## src/hdl/gss_pkg.sv

```systemverilog
// gss_pkg: shared types and codes of the gear shift sequencer
`default_nettype none
package gss_pkg;

   localparam int unsigned MS_W = 16;
   localparam int unsigned CSR_INDEX_W = 3;

   typedef enum logic [1:0] {
      CMD_TICK = 2'd0,
      CMD_UP = 2'd1,
      CMD_DOWN = 2'd2,
      CMD_CLUTCH = 2'd3
   } cmd_type;

   typedef enum logic [2:0] {
      SEQ_IDLE = 3'd0,
      SEQ_UP_CUT = 3'd1,
      SEQ_UP_NEUTRAL = 3'd2,
      SEQ_DOWN = 3'd3,
      SEQ_CLUTCH_ON = 3'd4,
      SEQ_CLUTCH_OFF = 3'd5
   } seq_type;

   typedef enum logic [CSR_INDEX_W-1:0] {
      REG_CUT_LENGTH = 3'd0,
      REG_UP_VALVE_LENGTH = 3'd1,
      REG_DOWN_CLUTCH_LENGTH = 3'd2,
      REG_DOWN_AFTER_CLUTCH_LENGTH = 3'd3,
      REG_SHIFT_HOLD_LENGTH = 3'd4,
      REG_CLUTCH_HOLD_LENGTH = 3'd5
   } csr_index_type;

   typedef struct packed {
      cmd_type cmd;
      logic clutch_pin;
      logic neutral_pin;
   } req_type;

   typedef struct packed {
      logic ignition_cut;
      logic up_valve;
      logic down_valve;
      logic clutch_valve;
      logic busy_res;
      logic [2:0] active_sequence;
   } rsp_type;

   // phase end points in ms, all saturated
   typedef struct packed {
      logic [MS_W-1:0] up_end;
      logic [MS_W-1:0] cut_end;
      logic [MS_W-1:0] up_total;
      logic [MS_W-1:0] neutral_total;
      logic [MS_W-1:0] clutch_end;
      logic [MS_W-1:0] down_end;
      logic [MS_W-1:0] down_total;
      logic [MS_W-1:0] clutch_total;
   } phase_ends_type;

endpackage
`default_nettype wire

```

## src/hdl/gss_timing.sv

```systemverilog
// gss_timing: phase length registers and derived phase end points
`default_nettype none
module gss_timing (
   input wire logic clock,
   input wire logic reset,
   input wire logic csr_write,
   input wire logic [gss_pkg::CSR_INDEX_W-1:0] csr_index,
   input wire logic [gss_pkg::MS_W-1:0] csr_data,
   output gss_pkg::phase_ends_type ends
);
   import gss_pkg::*;

   logic [MS_W-1:0] cut_ff, up_ff, down_clutch_ff, down_after_ff, shift_hold_ff, clutch_hold_ff;
   phase_ends_type ends_ff, ends_in;
   logic [MS_W:0] down_sum;

   function automatic logic [MS_W-1:0] sat16(input logic [MS_W:0] v);
      return v[MS_W] ? {MS_W{1'b1}} : v[MS_W-1:0];
   endfunction

   function automatic logic [MS_W:0] diff0(input logic [MS_W:0] a, input logic [MS_W:0] b);
      return (a > b) ? a - b : '0;
   endfunction

   always_ff @(posedge clock) begin
      if (reset) begin
         cut_ff <= 16'd100;
         up_ff <= 16'd80;
         down_clutch_ff <= 16'd60;
         down_after_ff <= 16'd40;
         shift_hold_ff <= 16'd200;
         clutch_hold_ff <= 16'd400;
      end else if (csr_write) begin
         unique case (csr_index)
            REG_CUT_LENGTH: cut_ff <= csr_data;
            REG_UP_VALVE_LENGTH: up_ff <= csr_data;
            REG_DOWN_CLUTCH_LENGTH: down_clutch_ff <= csr_data;
            REG_DOWN_AFTER_CLUTCH_LENGTH: down_after_ff <= csr_data;
            REG_SHIFT_HOLD_LENGTH: shift_hold_ff <= csr_data;
            REG_CLUTCH_HOLD_LENGTH: clutch_hold_ff <= csr_data;
            default: ;
         endcase
      end
   end

   always_comb begin
      down_sum = {1'b0, down_clutch_ff} + {1'b0, down_after_ff};
      ends_in.up_end = up_ff;
      ends_in.cut_end = sat16({1'b0, up_ff} + diff0({1'b0, cut_ff}, {1'b0, up_ff}));
      ends_in.up_total = sat16({1'b0, ends_in.cut_end}
                               + diff0({1'b0, shift_hold_ff}, {1'b0, cut_ff}));
      ends_in.neutral_total = sat16({1'b0, up_ff}
                                    + diff0({1'b0, shift_hold_ff}, {1'b0, up_ff}));
      ends_in.clutch_end = down_clutch_ff;
      ends_in.down_end = sat16(down_sum);
      ends_in.down_total = sat16({1'b0, ends_in.down_end}
                                 + diff0({1'b0, shift_hold_ff}, down_sum));
      ends_in.clutch_total = clutch_hold_ff;
   end

   // the user must change lengths only while idle; the block does not enforce it. ends_ff registers ends_in
   always_ff @(posedge clock) begin
      ends_ff <= ends_in;
   end

   assign ends = ends_ff;

endmodule
`default_nettype wire

```

## src/hdl/gear_shift_sequencer.sv

```systemverilog
// gear_shift_sequencer: shift request latching, sequencing and output timing
// an accepted req reaches rsp through the input register and then the result register
// throughput: one item per cycle unless rsp is stalled; each item does a single compare pass on the ms counter
// a full result register stalls req only once the input register also holds an item
// reset: synchronous, clears pending requests, sequence, counter and outputs,
// and loads the default phase lengths; no clearing pass
`default_nettype none
module gear_shift_sequencer (
   input wire logic clock,
   input wire logic reset,
   input wire logic req_valid,
   output logic req_ready,
   input wire gss_pkg::req_type req_data,
   output logic rsp_valid,
   input wire logic rsp_ready,
   output gss_pkg::rsp_type rsp_data,
   input wire logic csr_valid,
   output logic csr_ready,
   input wire logic [gss_pkg::CSR_INDEX_W-1:0] csr_index,
   input wire logic [gss_pkg::MS_W-1:0] csr_data
);
   import gss_pkg::*;

   phase_ends_type ends;
   req_type in_ff;
   logic in_valid_ff;
   rsp_type rsp_ff, rsp_in;
   logic rsp_valid_ff;
   logic advance;

   logic [3:0] pend_ff, pend_in;
   seq_type seq_ff, seq_in;
   logic [MS_W-1:0] elapsed_ff, elapsed_in;
   logic [3:0] lvl_ff, lvl_in;

   logic do_eval;
   seq_type eval_seq;
   logic [MS_W-1:0] e;
   logic [3:0] lv;
   logic [MS_W-1:0] total;
   logic eval_known;

   assign csr_ready = 1'b1;

   gss_timing u_timing (
      .clock(clock),
      .reset(reset),
      .csr_write(csr_valid),
      .csr_index(csr_index),
      .csr_data(csr_data),
      .ends(ends)
   );

   assign advance = in_valid_ff && (!rsp_valid_ff || rsp_ready);
   assign req_ready = !in_valid_ff || advance;

   always_ff @(posedge clock) begin
      if (reset) begin
         in_valid_ff <= 1'b0;
      end else if (req_ready) begin
         in_valid_ff <= req_valid;
      end
   end

   always_ff @(posedge clock) begin
      if (req_valid && req_ready) begin
         in_ff <= req_data;
      end
   end

   // request latching and sequence start / step
   always_comb begin
      pend_in = pend_ff;
      elapsed_in = elapsed_ff;
      do_eval = 1'b0;
      eval_seq = seq_ff;
      case (in_ff.cmd)
         CMD_UP: begin
            if (seq_ff != SEQ_UP_CUT && seq_ff != SEQ_UP_NEUTRAL) pend_in[0] = 1'b1;
         end
         CMD_DOWN: begin
            if (seq_ff != SEQ_DOWN) pend_in[1] = 1'b1;
         end
         CMD_CLUTCH: begin
            if (in_ff.clutch_pin) begin
               if (seq_ff != SEQ_CLUTCH_OFF) pend_in[3] = 1'b1;
            end else begin
               if (seq_ff != SEQ_CLUTCH_ON) pend_in[2] = 1'b1;
            end
         end
         default: begin
            if (seq_ff != SEQ_IDLE) begin
               elapsed_in = elapsed_ff + {{(MS_W-1){1'b0}}, (elapsed_ff != {MS_W{1'b1}})};
               do_eval = 1'b1;
            end else if (pend_ff != 4'd0) begin
               elapsed_in = '0;
               do_eval = 1'b1;
               if (pend_ff[0]) begin
                  pend_in[0] = 1'b0;
                  eval_seq = in_ff.neutral_pin ? SEQ_UP_CUT : SEQ_UP_NEUTRAL;
               end else if (pend_ff[1]) begin
                  pend_in[1] = 1'b0;
                  eval_seq = SEQ_DOWN;
               end else if (pend_ff[2]) begin
                  pend_in[2] = 1'b0;
                  eval_seq = SEQ_CLUTCH_ON;
               end else begin
                  pend_in[3] = 1'b0;
                  eval_seq = SEQ_CLUTCH_OFF;
               end
            end
         end
      endcase
   end

   // output levels at the new elapsed time: bit0 cut, bit1 up, bit2 down, bit3 clutch
   always_comb begin
      e = elapsed_in;
      lv = 4'd0;
      total = '0;
      eval_known = 1'b1;
      case (eval_seq)
         SEQ_UP_CUT: begin
            lv = {lvl_ff[3], 1'b0, (e < ends.up_end), (e < ends.cut_end)};
            total = ends.up_total;
         end
         SEQ_UP_NEUTRAL: begin
            lv = {lvl_ff[3], 1'b0, (e < ends.up_end), 1'b0};
            total = ends.neutral_total;
         end
         SEQ_DOWN: begin
            lv = {(e < ends.clutch_end), (e < ends.down_end), 2'b00};
            total = ends.down_total;
         end
         SEQ_CLUTCH_ON: begin
            lv = 4'b1000;
            total = ends.clutch_total;
         end
         SEQ_CLUTCH_OFF: begin
            lv = 4'b0000;
            total = ends.clutch_total;
         end
         default: begin
            eval_known = 1'b0;
         end
      endcase
   end

   always_comb begin
      lvl_in = lvl_ff;
      seq_in = seq_ff;
      if (do_eval) begin
         if (!eval_known) begin
            seq_in = SEQ_IDLE;
         end else begin
            lvl_in = lv;
            seq_in = (e >= total) ? SEQ_IDLE : eval_seq;
         end
      end
      rsp_in.ignition_cut = lvl_in[0];
      rsp_in.up_valve = lvl_in[1];
      rsp_in.down_valve = lvl_in[2];
      rsp_in.clutch_valve = lvl_in[3];
      rsp_in.busy_res = (seq_in != SEQ_IDLE);
      rsp_in.active_sequence = seq_in;
   end

   always_ff @(posedge clock) begin
      if (reset) begin
         pend_ff <= 4'd0;
         seq_ff <= SEQ_IDLE;
         elapsed_ff <= '0;
         lvl_ff <= 4'd0;
         rsp_valid_ff <= 1'b0;
      end else begin
         if (advance) begin
            pend_ff <= pend_in;
            seq_ff <= seq_in;
            elapsed_ff <= elapsed_in;
            lvl_ff <= lvl_in;
            rsp_valid_ff <= 1'b1;
         end else if (rsp_ready) begin
            rsp_valid_ff <= 1'b0;
         end
      end
   end

   always_ff @(posedge clock) begin
      if (advance) begin
         rsp_ff <= rsp_in;
      end
   end

   assign rsp_valid = rsp_valid_ff;
   assign rsp_data = rsp_ff;

   a_down_not_pending: assert property (@(posedge clock) disable iff (reset)
      seq_ff == SEQ_DOWN |-> !pend_ff[1])
      else $error("downshift running while still pending");

   a_up_not_pending: assert property (@(posedge clock) disable iff (reset)
      (seq_ff == SEQ_UP_CUT || seq_ff == SEQ_UP_NEUTRAL) |-> !pend_ff[0])
      else $error("upshift running while still pending");

   a_advance_gives_result: assert property (@(posedge clock) disable iff (reset)
      advance |=> rsp_valid_ff)
      else $error("processed item produced no result");

   a_stalled_item_held: assert property (@(posedge clock) disable iff (reset)
      in_valid_ff && !advance |=> in_valid_ff && $stable(in_ff))
      else $error("stalled input item lost or changed");

   a_busy_matches_sequence: assert property (@(posedge clock) disable iff (reset)
      advance |=> rsp_ff.busy_res == (seq_ff != SEQ_IDLE))
      else $error("busy flag disagrees with running sequence");

endmodule
`default_nettype wire

```

## config.mk

```make
export PLATFORM = sky130hd
export DESIGN_NAME = gear_shift_sequencer
export DESIGN_NICKNAME = d
export VERILOG_FILES = /design/src/hdl/gss_pkg.sv /design/src/hdl/gss_timing.sv /design/src/hdl/gear_shift_sequencer.sv
export SDC_FILE = /design/constraint.sdc
export NUM_CORES = 1
export LEC_CHECK = 0
export BUFFER_PORTS_ARGS = -buffer_cell sky130_fd_sc_hd__buf_2
export CAP_MARGIN = 15
export CORE_MARGIN = 4
export CORE_UTILIZATION = 35
export DETAILED_ROUTE_END_ITERATION = 8
export MAX_ROUTING_LAYER = met4
export PLACE_DENSITY_LB_ADDON = 0.05
export SETUP_SLACK_MARGIN = 0.2
export SYNTH_ARGS = -nofsm -noshare
export SYNTH_HDL_FRONTEND = slang
export SYNTH_SLANG_ARGS = --single-unit
```

## constraint.sdc

```tcl
create_clock -name clock -period 8.4 [get_ports clock]
set_clock_uncertainty 0.1 [all_clocks]
set_input_delay 0.84 -clock clock [delete_from_list [all_inputs] [get_ports clock]]
set_output_delay 0.84 -clock clock [all_outputs]
set_load 0.01 [all_outputs]
```

Word-level counts from Yosys, hierarchy flattened
Cells that the tools add are included.

Register bits: 265. Input bits: 28. Output and inout bits: 11. Word-level logic and storage cells: 160.

Add/subtract/negate cells: 10. Order comparisons: 9. Equal/unequal tests: 32. Muxes and demuxes: 43. Bitwise logic cells: 3. Reduce and logical (&&, ||, !) cells: 31.

Operators with widths (count): $mux W16 (5); $add A16 B17 Y17 (4); $mux W17 (4); $lt A16 B16 Y1 (4); $pmux W16 S4 (1); $sub A16 B16 Y17 (3); $gt A16 B16 Y1 (3); $mux W3 (9); $add A16 B16 Y17 (1); $gt A16 B17 Y1 (1); $sub A16 B17 Y17 (1); $add A16 B1 Y16 (1); $ge A16 B16 Y1 (1); $mux W4 (4); $ne A16 B16 Y1 const B (1); $pmux W4 S4 (1); $mux W1 (14); $ne A2 B1 Y1 const B (7); $eq A3 B2 Y1 const B (4); $eq A3 B3 Y1 const B (4); $ne A2 B2 Y1 const B (6); $reduce_and A2 Y1 (6); $reduce_and A9 Y1 (1); $reduce_and A8 Y1 (1); 22 further kinds (41).

Logic depth before layout (Yosys ltp)
Word-level depth: 14. Mapped depth: 31. Mapped depth without buffers: 30.

Hierarchy
Synthesis repeated with hierarchy kept, for this count alone.

Cells, all modules: 2180. Area total of the unflattened synthesis: 17692.0 sq um.

Modules (own cells, without submodules): gss_timing (instances 1, cells each 1573, area an instance 12966.2 sq um, seq. area each 4484.3 sq um); gear_shift_sequencer (instances 1, cells each 607, area an instance 4725.8 sq um, seq. area each 940.9 sq um).

Least setup slack after synthesis
Ideal clock, no wire load.

Path type: reg-to-reg. From: register u_timing.up_ff[1]. To: register u_timing.ends_ff (netlist bit u_timing.ends[84]). Arrival: 6.909 ns. Data required time: 8.181 ns. Slack: 1.272 ns. Stages on the path, launching flop included: 32. Path buffers: 2. Cells stage by stage: dfxtp_1 > inv_1 > ha_1 > nor2b_1 > o31a_1 > o311ai_1 > nand3_1 > nand2_1 > clkbuf_1 > nor2_1 > fa_1 > a21oi_1 > nor2b_1 > o21ai_0 > a21oi_1 > nand4_1 > a31oi_1 > a221o_1 > xnor2_2 > o211ai_1 > ha_1 > fa_1 > a21oi_1 > o21bai_1 > a2111oi_0 > o21ai_1 > a21oi_1 > o21a_1 > o21ai_1 > xor2_1 > buf_2 > nand2_1.

RTL lines: from (decl) (line gss_timing.sv:13) `logic [MS_W-1:0] cut_ff, up_ff, down_clutch_ff, down_after_ff, shift_hold_ff, clutch_hold_ff;`; from (signal assigned) (line gss_timing.sv:36) `REG_UP_VALVE_LENGTH: up_ff <= csr_data;`; to (signal assigned) (line gss_timing.sv:63) `ends_ff <= ends_in;`; to (decl) (line gss_timing.sv:14) `phase_ends_type ends_ff, ends_in;`.

==> metrics.md <==
| Metric | Value |
|---|---|
| Worst r2r path cells | `31` |
| Hold Startpoint | `u_timing.clutch_hold_ff[4]` |
| Cts bufs inserted | `35` |
| GRT Resource Usage Total | `0.233` |
| PwrDens | `223 mW/mm^2` |
| Leakage | `8.64 nW` |
| Beginning of the critical path | `u_timing.up_ff[14]` |
| Max capacitance violation total | `0` |
| RR Endpoint | `u_timing.ends[93]` |
| Max Slew Vio Count | `0` |
| CP most frequent cell | `a21oi_1` |
| Worst-Margin Slew | `0.990 ns` |
| Post-synth top area share | `0.292` |
| Synth Area in Adders | `0.172` |
| Critical path data arrival time | `7.85 ns` |
| Largest net degree at the start of global routing | `83` |
| Top-Level Pins | `39` |
| Clk_lat worst skew | `0.55 ns` |
| PortBufs | `37` |
| Max-Slew Margin vs Limit | `0.339` |
| Mux contribution to synthesized area | `0.00346` |
| Number of synthesized flops with an enable pin | `12` |
| Status | `finished, final reports clean` |
| H-tree depth | `2` |
| Most area-hungry cell type in the Yosys netlist | `dfxtp_1` |
| Routed wire length on met3 | `3180 microns` |
| CP max stage delay | `0.61 ns` |
| Post-Synthesis Cells | `2140` |
| Initial Util | `0.355` |
| Routability cong. | `0.907` |
| # hold bufs at CTS | `0` |
| Routed len/inst | `21.2 microns` |
| Setup slack, reg-to-reg | `0.85 ns` |
| Final TNS setup | `0 ns` |
| Mean Syn Cell Area | `8.11 sq um` |
| Synth Area in XOR/XNOR | `0.0558` |
| Nature of the critical path endpoint | `flop` |
| Total number of vias | `15100` |
| WL met2 | `26100 microns` |
| Largest family of logic cells by synthesized area | `simple AND/OR/NAND/NOR gates` |
| Primary FF master, synth | `dfxtp_1` |
| RSZ-0062 raised after global routing | `false` |
| Core area | `0.0490 sq mm` |
| Synth area leaders | `dfxtp_1 (29%), ha_1 (16%), nand2_1 (7.7%), a21oi_1 (6.2%), nor2_1 (3.5%)` |
| Number of diodes | `0` |
| Cell area after layout | `0.0196 sq mm` |
| Resized Gates After CTS | `0` |
| Worst path required time | `8.70 ns` |
| CTS tree | `done` |
| Min-Delay Path Class | `flop to flop` |
| Layout area overhead | `12.7%` |
| Core Util, Final | `0.400` |
| Post-layout min period | `7.55 ns` |
| First-pass GRT wire length | `91500 microns` |
| Post-Synth Simple-Gate Area | `0.212` |
| CTS root buf | `clkbuf_16` |
| Cell area after placement | `0.0184 sq mm` |
| Number of global-route vias before repair | `14600` |
| Die H | `231 microns` |
| Fin crit share | `0.898` |
| Drt initial violations | `1098` |
| Post-synth ARST share | `0` |
| Critical path launch point type | `flop` |
| Cell area after synthesis | `0.0174 sq mm` |
| Layout cells sized above 1 | `0.0764` |
| Syn nets | `2401` |
| Clock sinks | `265` |
| Clock Pin Slew Worst Setup and Hold Paths | `0.06 ns` |
| ANT nets after route | `0` |
| Yosys warnings | `0` |
| WL final | `61100 microns` |
| Hold Fails Final Rpt | `0` |
| M1 WL | `30200 microns` |
| Die Width | `231 microns` |
| Clock tree buffer depth | `3` |
| #FFs+latches synth | `265` |
| Compound-gate portion of the synthesized area | `0.202` |
| Die area | `0.0532 sq mm` |
| Initial antenna violation count | `4` |
| Max Clk Rate | `133 MHz` |
| Top Metal Used | `met4` |
| Sequential element share of the synthesized area | `0.313` |
| Nets | `2448` |
| Via density | `5.27` |
| GRT overflow | `0` |
| Crit-path slowest cell | `a2111oi_0` |
| Endpoints failing setup | `0` |
| Worst flop-to-flop path startpoint | `u_timing.up_ff[14]` |
| Crit-path max FO | `16` |
| Placed wire-length estimate | `48300 microns` |
| Number of iterations in the first detailed-routing pass | `5` |
| VDD IR max | `110 uV` |
| # Post-CTS Setup Buffers | `0` |
| Distinct cells, synth | `84` |
| Rows | `81` |
| Setup Crit Path Kind | `flop to flop` |
| DRC violation count after routing | `0` |
| Setup crit end | `u_timing.ends[93]` |
registers in the layout, indices dropped and copies added, names as in the netlist:
name,cells
u_timing.ends,128
elapsed_ff,16
u_timing.cut_ff,16
u_timing.clutch_hold_ff,16
in_ff,4
u_timing.down_after_ff,16
in_valid_ff,1
pend_ff,4
u_timing.down_clutch_ff,16
u_timing.up_ff,16
seq_ff,3
rsp_valid,1
rsp_data,8
lvl_ff,4
u_timing.shift_hold_ff,16
how the worst min path moves through the flow:
| stage | endpoint | slack (ns) | depth (start not counted) |
|---|---|---|---|
| final | u_timing.ends[4] | 0.26 | 0 |
| after global routing | u_timing.ends[4] | 0.26 | 0 |
| after CTS | u_timing.ends[4] | 0.26 | 0 |
| after detailed placement | u_timing.ends[4] | 0.25 | 0 |
| after global placement | u_timing.ends[4] | 0.24 | 0 |
| after floorplan | u_timing.ends[0] | 0.23 | 0 |
final cells by class:
| class | count | area (sq um) |
|---|---|---|
| Inverter | 130 | 488 |
| Multi-Input combinational cell | 1685 | 11200 |
| Tap cell | 664 | 831 |
| Sequential cell | 265 | 5430 |
| Timing Repair Buffer | 70 | 435 |
| Clock inverter | 13 | 173 |
| Clock buffer | 49 | 1010 |
| Fill cell | 5118 | 29400 |
per-layer routing:
| layer | up-vias | track usage |
|---|---|---|
| met5 | - | - |
| met4 | 0 | 0.0596 |
| met3 | 85 | 0.0374 |
| met2 | 341 | 0.348 |
| met1 | 7098 | 0.328 |
| li1 | 7620 | - |
Yosys cell counts, types with 4 or more instances:
library cell  instances
nor2b_1              31
a211oi_1             16
a21boi_0              6
nand2_1             356
o31a_1                4
nand4_1              33
a22oi_1               4
inv_1               130
nand3_1              39
o31ai_1              12
o21bai_1             17
o21ai_1              12
nand3b_1             16
mux2i_1               6
nor4_1               10
nor3_1               33
fa_1                  9
a21oi_1             215
edfxtp_1             12
nor3b_1               5
nor2_1              162
a21o_1               59
and2_1               13
nand2b_1             42
ha_1                224
or2_2                14
xnor2_1              48
buf_2                 8
a22o_1               18
a31oi_1               9
xor2_1               57
dfxtp_1             253
o21ai_0              67
and3_1               15
and4_1                4
a211o_1               6
o2111ai_1             6
or3_1                12
o21a_1               17
o211ai_1             10
clkbuf_1             47
a221oi_1             18
cells by family (layout without fill, tap and decap cells):
family                     after synthesis  in the layout
and+or+nand+nor                        798            798
AOI/OAI and AO/OA                      539            539
DFF                                    265            265
adders and majority gates              233            233
buffers and inverters                  190            262
xor gates and xnor gates               108            108
muxes                                    6              6
other                                    1              1
power breakdown:
| part | leakage (nW) | internal, mW | switching, mW | total (mW) |
|---|---|---|---|---|
| sequential | 2.19 | 1.44 | 0.107 | 1.55 |
| clock | 0.574 | 0.937 | 0.611 | 1.55 |
| combinational | 5.88 | 0.475 | 0.782 | 1.26 |
metrics by stage:
| stage | instances | total power, mW | hold slack [ns] | worst slack [ns] |
|---|---|---|---|---|
| after floorplan | 2140 | 2.40 | 0.231 | 1.27 |
| after global placement | 2814 | 2.82 | 0.239 | 0.978 |
| after detailed placement | 2814 | 2.83 | 0.251 | 0.859 |
| after CTS | 2876 | 4.40 | 0.258 | 0.824 |
| after global routing | 2876 | 4.60 | 0.263 | 0.203 |
| final | 2876 | 4.35 | 0.259 | 0.855 |
cell usage in the layout, fill, tap and decap left out, types with 9 or more instances in the layout:
master     instances
nor4_1            10
nand4_1           33
inv_1            130
nand2b_1          42
a221oi_1          18
nor2_1           162
edfxtp_1          12
o211ai_1          10
nor2b_1           31
o21ai_0           67
or2_2             14
and3_1            15
o31ai_1           11
o21ai_1           12
fa_1               9
ha_1             224
o21bai_1          17
nand2_1          356
a22o_1            18
xor2_1            57
a211oi_1          16
nor3_1            33
buf_4             34
xnor2_1           48
nand3b_1          16
clkbuf_16         36
and2_1            13
dfxtp_1          253
a31oi_1            9
o21a_1            17
buf_2             36
a21oi_1          215
a21o_1            59
nand3_1           39
or3_1             12
worst max-delay path: cells and delay by family, from the launching register on:
| family | cells | cell delay (ns) |
|---|---|---|
| flops | 1 | 0.44 |
| fa+ha+maj | 4 | 1.46 |
| compound gates | 17 | 3.77 |
| xor+xnor | 2 | 0.27 |
| simple gates | 5 | 0.86 |
| buf+inv | 3 | 0.52 |
(Power assumes the default switching activity.)
